$ cat src/sv/rtpfu_pkg.sv
// Shared types, widths and reset values for the RTP H.264 FU-A packetizer.
package rtpfu_pkg;

	localparam int NAL_LEN_W  = 20;
	localparam int MAX_PAY_W  = 12;
	localparam int SEQ_W      = 16;
	localparam int TS_W       = 32;
	localparam int TS_STEP_W  = 16;
	localparam int PT_W       = 7;
	localparam int SSRC_W     = 32;
	localparam int CFG_IDX_W  = 3;
	localparam int CFG_DATA_W = 32;
	localparam int BURST_IDX_W = 4;

	localparam int DEF_PAYLOAD_LIMIT = 2048;
	localparam int DEF_LENGTH_BITS   = 20;

	localparam logic [SSRC_W-1:0]    RST_SSRC       = 32'h5f4d_f327;
	localparam logic [TS_STEP_W-1:0] RST_TS_STEP    = 16'd3600;
	localparam logic [MAX_PAY_W-1:0] RST_MAX_PAY    = 12'd1400;
	localparam logic [PT_W-1:0]      RST_PT         = 7'd96;
	localparam logic [SEQ_W-1:0]     RST_SEQ_START  = 16'd100;
	localparam logic [TS_W-1:0]      RST_TS_START   = 32'd100;

	localparam logic [7:0] RTP_BYTE0  = 8'h80;
	localparam logic [4:0] FU_A_TYPE  = 5'd28;

	typedef enum logic [CFG_IDX_W-1:0] {
		CFG_SSRC     = 3'd0,
		CFG_TS_STEP  = 3'd1,
		CFG_MAX_PAY  = 3'd2,
		CFG_PT       = 3'd3,
		CFG_SEQ_START = 3'd4,
		CFG_TS_START = 3'd5
	} cfg_idx_t;

	typedef struct packed {
		logic [7:0]           data_byte;
		logic                 first_of_nal;
		logic [NAL_LEN_W-1:0] nal_length;
	} nal_item_t;

	typedef struct packed {
		logic [7:0] out_byte;
		logic       packet_end;
		logic       run_last;
	} pkt_item_t;

	typedef struct packed {
		logic [SEQ_W-1:0]     seq;
		logic [TS_W-1:0]      ts;
		logic [7:0]           saved_hdr;
		logic [NAL_LEN_W-1:0] bytes_remaining;
		logic [MAX_PAY_W-1:0] fragment_fill;
		logic [MAX_PAY_W-1:0] frag_size;
		logic                 fragmenting;
		logic                 first_frag_pending;
	} nal_state_t;

	// What one NAL byte asks the output stage to send.
	typedef struct packed {
		logic       emit;
		logic       hdr;
		logic       fu;
		logic [7:0] fu_ind;
		logic [7:0] fu_hdr;
		logic [7:0] data;
		logic       pkt_end;
	} step_out_t;

endpackage

$ cat src/sv/rtpfu_step.sv
// Per-byte packetizing decision: next NAL state and the packet bytes to send.
module rtpfu_step #(
	parameter int PAYLOAD_LIMIT = rtpfu_pkg::DEF_PAYLOAD_LIMIT,
	parameter int LENGTH_BITS   = rtpfu_pkg::DEF_LENGTH_BITS
) (
	input  rtpfu_pkg::nal_item_t                     item,
	input  rtpfu_pkg::nal_state_t                    st,
	input  logic [rtpfu_pkg::MAX_PAY_W-1:0]          max_payload,
	input  logic [rtpfu_pkg::TS_STEP_W-1:0]          ts_step,
	output rtpfu_pkg::nal_state_t                    st_next,
	output rtpfu_pkg::step_out_t                     res
);
	import rtpfu_pkg::*;

	localparam logic [NAL_LEN_W-1:0] LEN_MASK = (LENGTH_BITS >= NAL_LEN_W) ?
		{NAL_LEN_W{1'b1}} : NAL_LEN_W'((64'd1 << LENGTH_BITS) - 64'd1);

	logic [NAL_LEN_W-1:0] len;
	logic [NAL_LEN_W-1:0] rem_dec;
	logic [NAL_LEN_W-1:0] eff_ext;
	logic [MAX_PAY_W-1:0] eff;
	logic [MAX_PAY_W-1:0] size_raw;
	logic [MAX_PAY_W-1:0] size;
	logic [MAX_PAY_W-1:0] fill_inc;
	logic [MAX_PAY_W-1:0] cur_frag_size;
	logic                 e_bit;
	logic                 frag_end;
	logic                 new_frag;

	// The effective limit is max_payload clamped to 2..PAYLOAD_LIMIT.
	assign eff = (max_payload < MAX_PAY_W'(2)) ? MAX_PAY_W'(2) :
		((32'(max_payload) > PAYLOAD_LIMIT) ? MAX_PAY_W'(PAYLOAD_LIMIT) : max_payload);
	assign eff_ext = NAL_LEN_W'(eff);

	assign len = ((item.nal_length & LEN_MASK) == '0) ? NAL_LEN_W'(1) :
		(item.nal_length & LEN_MASK);
	assign rem_dec = st.bytes_remaining - NAL_LEN_W'(1);

	assign size_raw = (st.bytes_remaining < eff_ext) ?
		st.bytes_remaining[MAX_PAY_W-1:0] : eff;
	// A first fragment that would also be the last gives up one byte.
	assign size = (st.first_frag_pending && (NAL_LEN_W'(size_raw) == st.bytes_remaining)) ?
		size_raw - MAX_PAY_W'(1) : size_raw;
	assign e_bit = (NAL_LEN_W'(size) == st.bytes_remaining);

	assign new_frag      = (st.fragment_fill == '0);
	assign cur_frag_size = new_frag ? size : st.frag_size;
	assign fill_inc      = st.fragment_fill + MAX_PAY_W'(1);
	assign frag_end      = (fill_inc >= cur_frag_size) || (rem_dec == '0);

	always_comb begin
		st_next = st;
		res     = '0;
		res.data = item.data_byte;
		if (item.first_of_nal) begin
			st_next.ts              = st.ts + TS_W'(ts_step);
			st_next.fragment_fill   = '0;
			st_next.frag_size       = '0;
			st_next.bytes_remaining = len - NAL_LEN_W'(1);
			if (len <= eff_ext) begin
				st_next.fragmenting        = 1'b0;
				st_next.first_frag_pending = 1'b0;
				st_next.seq                = st.seq + SEQ_W'(1);
				res.emit    = 1'b1;
				res.hdr     = 1'b1;
				res.pkt_end = (len == NAL_LEN_W'(1));
			end else begin
				st_next.fragmenting        = 1'b1;
				st_next.first_frag_pending = 1'b1;
				st_next.saved_hdr          = item.data_byte;
			end
		end else if (st.bytes_remaining != '0) begin
			st_next.bytes_remaining = rem_dec;
			res.emit = 1'b1;
			if (!st.fragmenting) begin
				res.pkt_end = (rem_dec == '0);
			end else begin
				if (new_frag) begin
					st_next.frag_size          = size;
					st_next.first_frag_pending = 1'b0;
					st_next.seq                = st.seq + SEQ_W'(1);
					res.hdr    = 1'b1;
					res.fu     = 1'b1;
					res.fu_ind = {st.saved_hdr[7:5], FU_A_TYPE};
					res.fu_hdr = {st.first_frag_pending, e_bit, 1'b0, st.saved_hdr[4:0]};
				end
				st_next.fragment_fill = frag_end ? '0 : fill_inc;
				res.pkt_end = frag_end;
				if (rem_dec == '0) begin
					st_next.fragmenting = 1'b0;
				end
			end
		end
	end

endmodule

$ cat src/sv/rtp_h264_fua_packetizer.sv
// Top level of the RTP packetizer for H.264 NAL units with FU-A fragmentation.
// NAL bytes enter one per transaction on the nal channel and leave as RTP packet bytes on
// the pkt channel, one byte per cycle at most. A NAL byte that adds no packet header is
// sent as a single byte, and such items stream back to back while the receiver does not
// stall; a byte that opens a packet is sent as a burst of 13 bytes (single NAL packet) or
// 15 bytes (FU-A fragment), and the input stalls until the last byte of that burst is
// taken. The header byte of a fragmented NAL produces no output. Configuration writes
// are always ready and must only be issued while no packet bytes are outstanding; writing
// the start sequence number or timestamp reloads the running value at once.
module rtp_h264_fua_packetizer #(
	parameter int PAYLOAD_LIMIT = rtpfu_pkg::DEF_PAYLOAD_LIMIT,
	parameter int LENGTH_BITS   = rtpfu_pkg::DEF_LENGTH_BITS
) (
	input  logic                                 clk,
	input  logic                                 arst_n,
	input  logic                                 nal_valid,
	output logic                                 nal_stall,
	input  rtpfu_pkg::nal_item_t                 nal,
	output logic                                 pkt_valid,
	input  logic                                 pkt_stall,
	output rtpfu_pkg::pkt_item_t                 pkt,
	input  logic                                 cfg_valid,
	output logic                                 cfg_ready,
	input  logic [rtpfu_pkg::CFG_IDX_W-1:0]      cfg_index,
	input  logic [rtpfu_pkg::CFG_DATA_W-1:0]     cfg_data
);
	import rtpfu_pkg::*;

	localparam int HDR_BYTES = 12;
	localparam logic [BURST_IDX_W-1:0] IDX_HDR_TOP = BURST_IDX_W'(HDR_BYTES - 1);
	localparam logic [BURST_IDX_W-1:0] IDX_FU_IND  = BURST_IDX_W'(HDR_BYTES);
	localparam logic [BURST_IDX_W-1:0] IDX_FU_HDR  = BURST_IDX_W'(HDR_BYTES + 1);
	localparam logic [BURST_IDX_W-1:0] IDX_FU_LAST = BURST_IDX_W'(HDR_BYTES + 2);
	localparam nal_state_t ST_RST = nal_state_t'({RST_SEQ_START, RST_TS_START,
		{($bits(nal_state_t) - SEQ_W - TS_W){1'b0}}});

	logic [SSRC_W-1:0]    ssrc_q;
	logic [TS_STEP_W-1:0] ts_step_q;
	logic [MAX_PAY_W-1:0] max_pay_q;
	logic [PT_W-1:0]      pt_q;

	nal_item_t  item_s1;
	logic       valid_s1;
	nal_state_t st_q;
	nal_state_t st_d;
	nal_state_t st_next;
	step_out_t  res;

	logic                   burst_valid_q;
	logic [BURST_IDX_W-1:0] idx_q;
	logic [BURST_IDX_W-1:0] last_q;
	logic [7:0]             fu_ind_q;
	logic [7:0]             fu_hdr_q;
	logic [7:0]             data_q;
	logic                   end_q;

	logic                      cfg_wr;
	logic                      burst_done;
	logic                      take_s1;
	logic [HDR_BYTES-1:0][7:0] hdr_pk;

	assign cfg_ready = 1'b1;
	assign cfg_wr    = cfg_valid && cfg_ready;

	assign burst_done = burst_valid_q && !pkt_stall && (idx_q == last_q);
	assign take_s1    = valid_s1 && (!burst_valid_q || burst_done);
	assign nal_stall  = valid_s1 && !take_s1;

	always_ff @(posedge clk or negedge arst_n) begin
		if (!arst_n) begin
			ssrc_q      <= RST_SSRC;
			ts_step_q   <= RST_TS_STEP;
			max_pay_q   <= RST_MAX_PAY;
			pt_q        <= RST_PT;
		end else if (cfg_wr) begin
			case (cfg_index)
				CFG_SSRC:      ssrc_q      <= cfg_data;
				CFG_TS_STEP:   ts_step_q   <= cfg_data[TS_STEP_W-1:0];
				CFG_MAX_PAY:   max_pay_q   <= cfg_data[MAX_PAY_W-1:0];
				CFG_PT:        pt_q        <= cfg_data[PT_W-1:0];
				default: ;
			endcase
		end
	end

	always_ff @(posedge clk or negedge arst_n) begin
		if (!arst_n) begin
			valid_s1 <= 1'b0;
		end else if (nal_valid && !nal_stall) begin
			valid_s1 <= 1'b1;
		end else if (take_s1) begin
			valid_s1 <= 1'b0;
		end
	end

	always_ff @(posedge clk) begin
		if (nal_valid && !nal_stall) begin
			item_s1 <= nal;
		end
	end

	rtpfu_step #(
		.PAYLOAD_LIMIT (PAYLOAD_LIMIT),
		.LENGTH_BITS   (LENGTH_BITS)
	) u_step (
		.item        (item_s1),
		.st          (st_q),
		.max_payload (max_pay_q),
		.ts_step     (ts_step_q),
		.st_next     (st_next),
		.res         (res)
	);

	// Start loads override the running count; user must write only when idle (unenforced).
	always_comb begin
		st_d = take_s1 ? st_next : st_q;
		if (cfg_wr && (cfg_index == CFG_SEQ_START)) begin
			st_d.seq = cfg_data[SEQ_W-1:0];
		end
		if (cfg_wr && (cfg_index == CFG_TS_START)) begin
			st_d.ts = cfg_data[TS_W-1:0];
		end
	end

	always_ff @(posedge clk or negedge arst_n) begin
		if (!arst_n) begin
			st_q <= ST_RST;
		end else begin
			st_q <= st_d;
		end
	end

	always_ff @(posedge clk or negedge arst_n) begin
		if (!arst_n) begin
			burst_valid_q <= 1'b0;
			idx_q         <= '0;
			last_q        <= '0;
		end else if (take_s1) begin
			burst_valid_q <= res.emit;
			idx_q         <= '0;
			last_q        <= res.fu ? IDX_FU_LAST : (res.hdr ? IDX_FU_IND : '0);
		end else if (burst_valid_q && !pkt_stall) begin
			if (idx_q == last_q) begin
				burst_valid_q <= 1'b0;
			end else begin
				idx_q <= idx_q + BURST_IDX_W'(1);
			end
		end
	end

	always_ff @(posedge clk) begin
		if (take_s1) begin
			fu_ind_q <= res.fu_ind;
			fu_hdr_q <= res.fu_hdr;
			data_q   <= res.data;
			end_q    <= res.pkt_end;
		end
	end

	// The running sequence number and timestamp stay put until the burst is drained.
	assign hdr_pk = {RTP_BYTE0, 1'b0, pt_q, st_q.seq, st_q.ts, ssrc_q};

	assign pkt_valid = burst_valid_q;

	always_comb begin
		pkt = '0;
		if (idx_q == last_q) begin
			pkt.out_byte   = data_q;
			pkt.packet_end = end_q;
			pkt.run_last   = 1'b1;
		end else if (idx_q == IDX_FU_IND) begin
			pkt.out_byte = fu_ind_q;
		end else if (idx_q == IDX_FU_HDR) begin
			pkt.out_byte = fu_hdr_q;
		end else begin
			pkt.out_byte = hdr_pk[IDX_HDR_TOP - idx_q];
		end
	end

	a_idx_in_burst: assert property (@(posedge clk) disable iff (!arst_n)
		burst_valid_q |-> (idx_q <= last_q))
		else $error("burst byte counter ran past the last byte");

	a_hdr_first_byte: assert property (@(posedge clk) disable iff (!arst_n)
		(pkt_valid && (idx_q == '0) && (last_q != '0)) |-> (pkt.out_byte == RTP_BYTE0))
		else $error("packet does not open with the RTP version byte");

	a_frag_has_bytes: assert property (@(posedge clk) disable iff (!arst_n)
		st_q.fragmenting |-> (st_q.bytes_remaining != '0))
		else $error("fragmenting with no NAL bytes left");

	a_stall_holds_s1: assert property (@(posedge clk) disable iff (!arst_n)
		(valid_s1 && !take_s1) |=> (valid_s1 && $stable(item_s1)))
		else $error("input register lost an item that was not taken");

endmodule

$ cat config.mk
export PLATFORM = sky130hd
export DESIGN_NAME = rtp_h264_fua_packetizer
export DESIGN_NICKNAME = d
export VERILOG_FILES = /design/src/sv/rtpfu_pkg.sv /design/src/sv/rtpfu_step.sv /design/src/sv/rtp_h264_fua_packetizer.sv
export SDC_FILE = /design/constraint.sdc
export NUM_CORES = 1
export LEC_CHECK = 0
export BUFFER_PORTS_ARGS = -buffer_cell sky130_fd_sc_hd__buf_2
export CAP_MARGIN = 10
export CORE_ASPECT_RATIO = 0.75
export CORE_UTILIZATION = 65
export CTS_CLUSTER_DIAMETER = 40
export CTS_CLUSTER_SIZE = 10
export DETAILED_ROUTE_END_ITERATION = 10
export PLACE_DENSITY = 0.84
export RECOVER_POWER = 100
export SKIP_LAST_GASP = 1
export SYNTH_ARGS = -nofsm -noshare
export SYNTH_HDL_FRONTEND = slang
export SYNTH_HIERARCHICAL = 1
export SYNTH_SLANG_ARGS = --single-unit
$ cat constraint.sdc
create_clock -name clk -period 10.45 [get_ports clk]
set_input_delay 2.09 -clock clk [delete_from_list [all_inputs] [get_ports clk]]
set_output_delay 2.09 -clock clk [all_outputs]
set_load 0.05 [all_outputs]
After elaboration in Yosys (flattened, before gate mapping)
Cells that the tools add are included.
{ "word_totals": {"output_inout_bits": 13, "latch_bits": 0, "elab_cells": 150, "in_bits": 69, "n_memories": 0, "ramBits": 0, "reg_bits": 233, "mem_bits_ro": 0} }
{ "op_classes": {"n_div": 0, "n_addsub": 8, "bitwise_logic": 4, "n_shift": 0, "n_eq_ne": 13, "magnitude_cmp": 6, "reduce_logical": 45, "mux": 49, "mul": 0} }
{ "ops": {"columns": ["cell", "n"], "rows": [
  ["two-way mux 102 bit", 1],
  ["two-way mux 16 bit", 6],
  ["two-way mux 46 bit", 2],
  ["two-way mux 12 bit", 6],
  ["equality test 12 x 20 -> 1 bit", 2],
  ["zero test 20 bit", 2],
  ["two-way mux 40 bit", 1],
  ["two-way mux 8 bit", 5],
  ["subtractor 20 x 1 -> 20 bit (second input constant)", 2],
  ["two-way mux 18 bit", 2],
  ["adder 32 x 16 -> 32 bit", 1],
  ["binary-select mux 8 bit (select 4 bit)", 1],
  ["two-way mux 32 bit", 1],
  ["two-way mux 26 bit", 1],
  ["equality test 20 x 1 -> 1 bit (second input constant)", 1],
  ["<= comparator 20 x 12 -> 1 bit", 1],
  ["< comparator 20 x 12 -> 1 bit", 1],
  ["two-way mux 20 bit", 1],
  ["two-way mux 4 bit", 5],
  ["nonzero test 20 bit", 1],
  ["two-way mux 19 bit", 1],
  ["nonzero test 2 bit", 9],
  ["two-way mux 17 bit", 1],
  ["adder 16 x 1 -> 16 bit (second input constant)", 1],
  ["other kinds (30)", 70]
]} }

Logic depth before layout (Yosys ltp)
{ "logic_depth": {"depth_word": 17, "depth_mapped": 27, "ltp_nobuf": 25} }

Modules after synthesis
The synthesis kept the hierarchy.
{ "by_module_without_submodules": {"columns": ["module", "cells_per_inst", "seq_area_each_um2", "instances", "area_per_inst_um2"], "rows": [
  ["rtp_h264_fua_packetizer", 858, 6098.3, 1, 9771.9],
  ["rtpfu_step", 837, 0.0, 1, 5705.5]
]} }

Worst setup path before layout
OpenSTA, ideal clock, no wires.
{ "synth_timing": {"kind": "register to register", "from": "reg max_pay_q[11]", "to": "reg st_q[15] (netlist bit)", "arrival_time_ns": 5.138, "n_path_buf": 3, "path_stages_with_launch": 26, "path_slack_ns": 5.247, "setup_ns": 0.065, "period_less_slack_ns": 5.203, "t_required_ns": 10.385, "path_cell_list": "dfrtp_1 clkbuf_1 buf_2 nor2b_1 inv_1 ha_1 a211oi_1 nor2_1 a2111oi_2 o21ai_2 mux2i_1 ha_1 nand4_1 nand2b_1 or4_1 a31oi_1 ha_1 a21o_1 a21oi_1 o21ai_0 a21oi_1 o2111ai_1 clkbuf_1 o21ai_0 nand2_1 nand2_1"} }
{ "synth_lines": {"columns": ["element", "line_no", "rtl"], "rows": [
  ["start: declaration", "rtp_h264_fua_packetizer.sv:39", "logic [MAX_PAY_W-1:0] max_pay_q;"],
  ["start signal: assignment", "rtp_h264_fua_packetizer.sv:79", "CFG_MAX_PAY: max_pay_q <= cfg_data[MAX_PAY_W-1:0];"],
  ["end signal: assignment", "rtp_h264_fua_packetizer.sv:129", "st_q <= st_d;"],
  ["end: declaration", "rtp_h264_fua_packetizer.sv:44", "nal_state_t st_q;"]
]} }

==> flow_summary_export.csv <==
group,metric,value,unit
grt,globalRouteOverflowTotal,0,
timing,rsz0062_at_grt,"no",
pwr,power_density,326.1,nW/um2
cts,clk-insertion-delay-late,0.54,ns
cells_and_area,postLayoutCoreUtil,73.04,%
setup_path,reg2reg_setup_slack,2.23,ns
grt,grt_pass1_vias,12690,
run_status,violations,"max-capacitance violations, max-slew violations",
cells_and_area,antenna_cells,0,
hold_path,whs_path_depth,0,
place,gp_congestion,0.9659,
detailed_routing,ant_nets,0,
place,numPortBuffers,80,
cts,post_cts_resize_count,0,
yosys,synth_top_area_share,22.47,%
floorplan,core_region_area,23180,um2
yosys,ys_seq_area_share,39.40,%
setup_path,r2r-start,"max_pay_q[7]$_DFFE_PN0P_",
detailed_routing,via_per_inst,6.718,
timing,fin_crit_sh,78.71,%
pwr,total_power,0.005521,W
setup_path,crit_type,"flip-flop to flip-flop",
place,pre_cts_ws,3.746,ns
yosys,netlist_area,15480,um2
floorplan,io_pins,82,
yosys,ys.flop_type,"dfrtp_1",
timing,finalSetupViolations,0,
grt,antenna_found_initial,0,
cts,clock_path_buffers,3,
detailed_routing,drtPass1Iterations,6,
timing,max_slew_margin,-266.9,%
timing,worst_pin_slew,5.504,ns
grt,grt_max_degree,102,
cells_and_area,multiInputGateArea,8632,um2
grt,grt_pass1_wl,70.76,mm
hold_path,hold_start,"item_s1[22]$_DFFE_PP_",
detailed_routing,drt-initial-drc-count,1880,
place,hpwl,30.96,mm
yosys,avgSynthCellArea,9.131,um2
yosys,synth.most_common_cell,"nand2_1",
floorplan,fp.dieArea,24440,um2
timing,fmax,121.6,MHz
cts,cts.sinks,231,
timing,whs,0.4542,ns
setup_path,reg2regPathDepth,25,
yosys,synth_commonest_cells,"nand2_1 (344), dfrtp_1 (139), nor2_1 (113)",
yosys,ys_ff_latch,231,
cells_and_area,syn_to_final_growth,9.402,%
cells_and_area,ff_latch_area,6098,um2
yosys,synth_area_leader_cell,"dfrtp_1",
pwr,ir_drop,0.4502,mV
setup_path,worst_ep_required_time,10.90,ns
yosys,synth_edf_count,54,
timing,layout_setup_ws,2.225,ns
setup_path,arrival,8.67,ns
floorplan,initial_core_util,66.76,%
floorplan,row_count,48,
detailed_routing,drc,0,
setup_path,end_kind,"flip-flop",
cts,path_clk_slew,0.06,ns
yosys,synthArstFlopShare,76.62,%
cells_and_area,n_fill_cell,1679,
hold_path,min_path_type,"flip-flop to flip-flop",
yosys,synth.distinct_cells,88,
setup_path,cp_max_fo,17,
timing,skew,0.02569,ns
pwr,p_leak,7.219,nW
timing,hold_viol_final,0,
grt,track_usage,37.51,%
cts,cts_tree,"done",
timing,finalSetupTns,0,ns
floorplan,die_width,180.2,um
cts,cts_setup_buffers,0,
yosys,ys_warn_count,6,
detailed_routing,drt-total-wl,45.48,mm
cells_and_area,drive_above_1_share,16.34,%
cts,h-tree-depth,2,
run,cap_violations,7,
floorplan,die_h,135.6,um
yosys,synthTopCellsByArea,"dfrtp_1 (22%), edfxtp_1 (10%), nand2_1 (8.3%), dfstp_2 (6.5%), mux2_2 (6.1%)",
cts,postCtsHoldBufs,0,
timing,post-route-min-period,8.225,ns
setup_path,start_kind,"flip-flop",
run_status,status,"finished with violations",
yosys,synth_cells,1695,
setup_path,crit_start,"max_pay_q[7]$_DFFE_PN0P_",
cts,numCtsBuffers,35,
cells_and_area,num-nets-final,1851,
cts,clockRootBuffer,"clkbuf_16",
detailed_routing,avgRoutedWirePerCell,22.25,um
detailed_routing,vias,13730,
timing,slew_violations,363,
## final timing paths
check | to
max | st_q[16]$_DFFE_PN0N_
min | data_q[1]$_DFFE_PN_
max reg2reg | st_q[16]$_DFFE_PN0N_
min reg2reg | data_q[1]$_DFFE_PN_
max in group asynchronous | st_q[27]$_DFFE_PN0N_
min in group asynchronous | max_pay_q[1]$_DFFE_PN0P_
## sequential cells by signal (all words and copies together), names as in the netlist
register   flops
valid_s1       1
end_q          1
st_q          54
fu_ind_q       8
item_s1       29
ts_step_q     16
hdr_pk        48
fu_hdr_q       8
last_q         2
data_q         8
pkt_valid      1
ssrc_q        32
pt_q           7
max_pay_q     12
idx_q          4
## kinds of logic (layout without fill, tap and decap cells)
logic type / after synthesis / in the layout / share of synthesized area (%)
simple gates: 690 / 690 / 20.85
mux: 127 / 127 / 10.27
fa+ha+maj: 64 / 64 / 5.222
xor+xnor: 104 / 104 / 5.885
flops: 231 / 231 / 39.40
buf+inv: 160 / 207 / 4.762
compound gates: 317 / 317 / 13.57
other cells: 2 / 4 / 0.04852
## power breakdown
| group | switching, W | leakage, nW | internal [W] | total (W) |
|---|---|---|---|---|
| clock | 0.000441 | 0.555 | 0.000731 | 0.00117 |
| sequential | 0.000410 | 2.66 | 0.00130 | 0.00171 |
| combinational | 0.00169 | 4.01 | 0.000949 | 0.00264 |
## per-stage QoR
stage,cell area [um2],std cells
2_1_floorplan,15480,1697
3_3_place_gp,15860,1981
3_5_place_dp,15860,1981
4_1_cts,17030,2044
5_1_grt,16930,2044
6_report,16930,2044
## worst max-delay path, cell delays in order, from the launching register on
cell and delay [ns]:
dfrtp_1 0.41, nor4_1 0.62, and3_1 0.32, o21ai_0 0.30, ha_1 0.40, o21ai_0 0.07
nand2_1 0.07, o2111ai_1 0.22, o21ai_0 1.81, mux2i_1 0.41, ha_1 0.26, nand4_1 0.19
nand2b_1 0.23, nor3_1 0.21, xnor2_1 0.17, nor3_1 0.06, a221oi_1 0.30, ha_1 0.28
o21a_1 0.10, o2111ai_1 0.21, o21ai_0 0.14, a21oi_1 0.24, o2111ai_1 0.49, o21ai_0 0.36
nand2_1 0.09, nand2_1 0.15
## layout by cell type, fill, tap and decap left out, types with 50 or more instances in the layout
cell | synthesis | routed
xnor2_1 | 54 | 54
a21oi_1 | 69 | 69
mux2_2 | 84 | 83
xor2_1 | 50 | 50
a31oi_1 | 64 | 64
ha_1 | 63 | 63
edfxtp_1 | 54 | 54
dfrtp_1 | 139 | 139
buf_2 | 19 | 65
nor2_1 | 113 | 113
nand2_1 | 344 | 344
## layer usage
metal	vias up	global-route usage (%)	wire, um
met2	842	55.45	19500
met4	0	10.87	1193
met5	-	0	0
met1	6666	53.32	19190
met3	116	11.18	5598
li1	6108	-	-
## layout make-up
type,count,share of cell area [%]
Clock buffer,47,5.439
Clock inverter,16,1.419
Inverter,47,1.049
Multi-Input combinational cell,1306,50.98
Sequential cell,231,36.02
Tap cell,300,2.217
Timing Repair Buffer,97,2.882
Power figures use the tool's default switching activity.
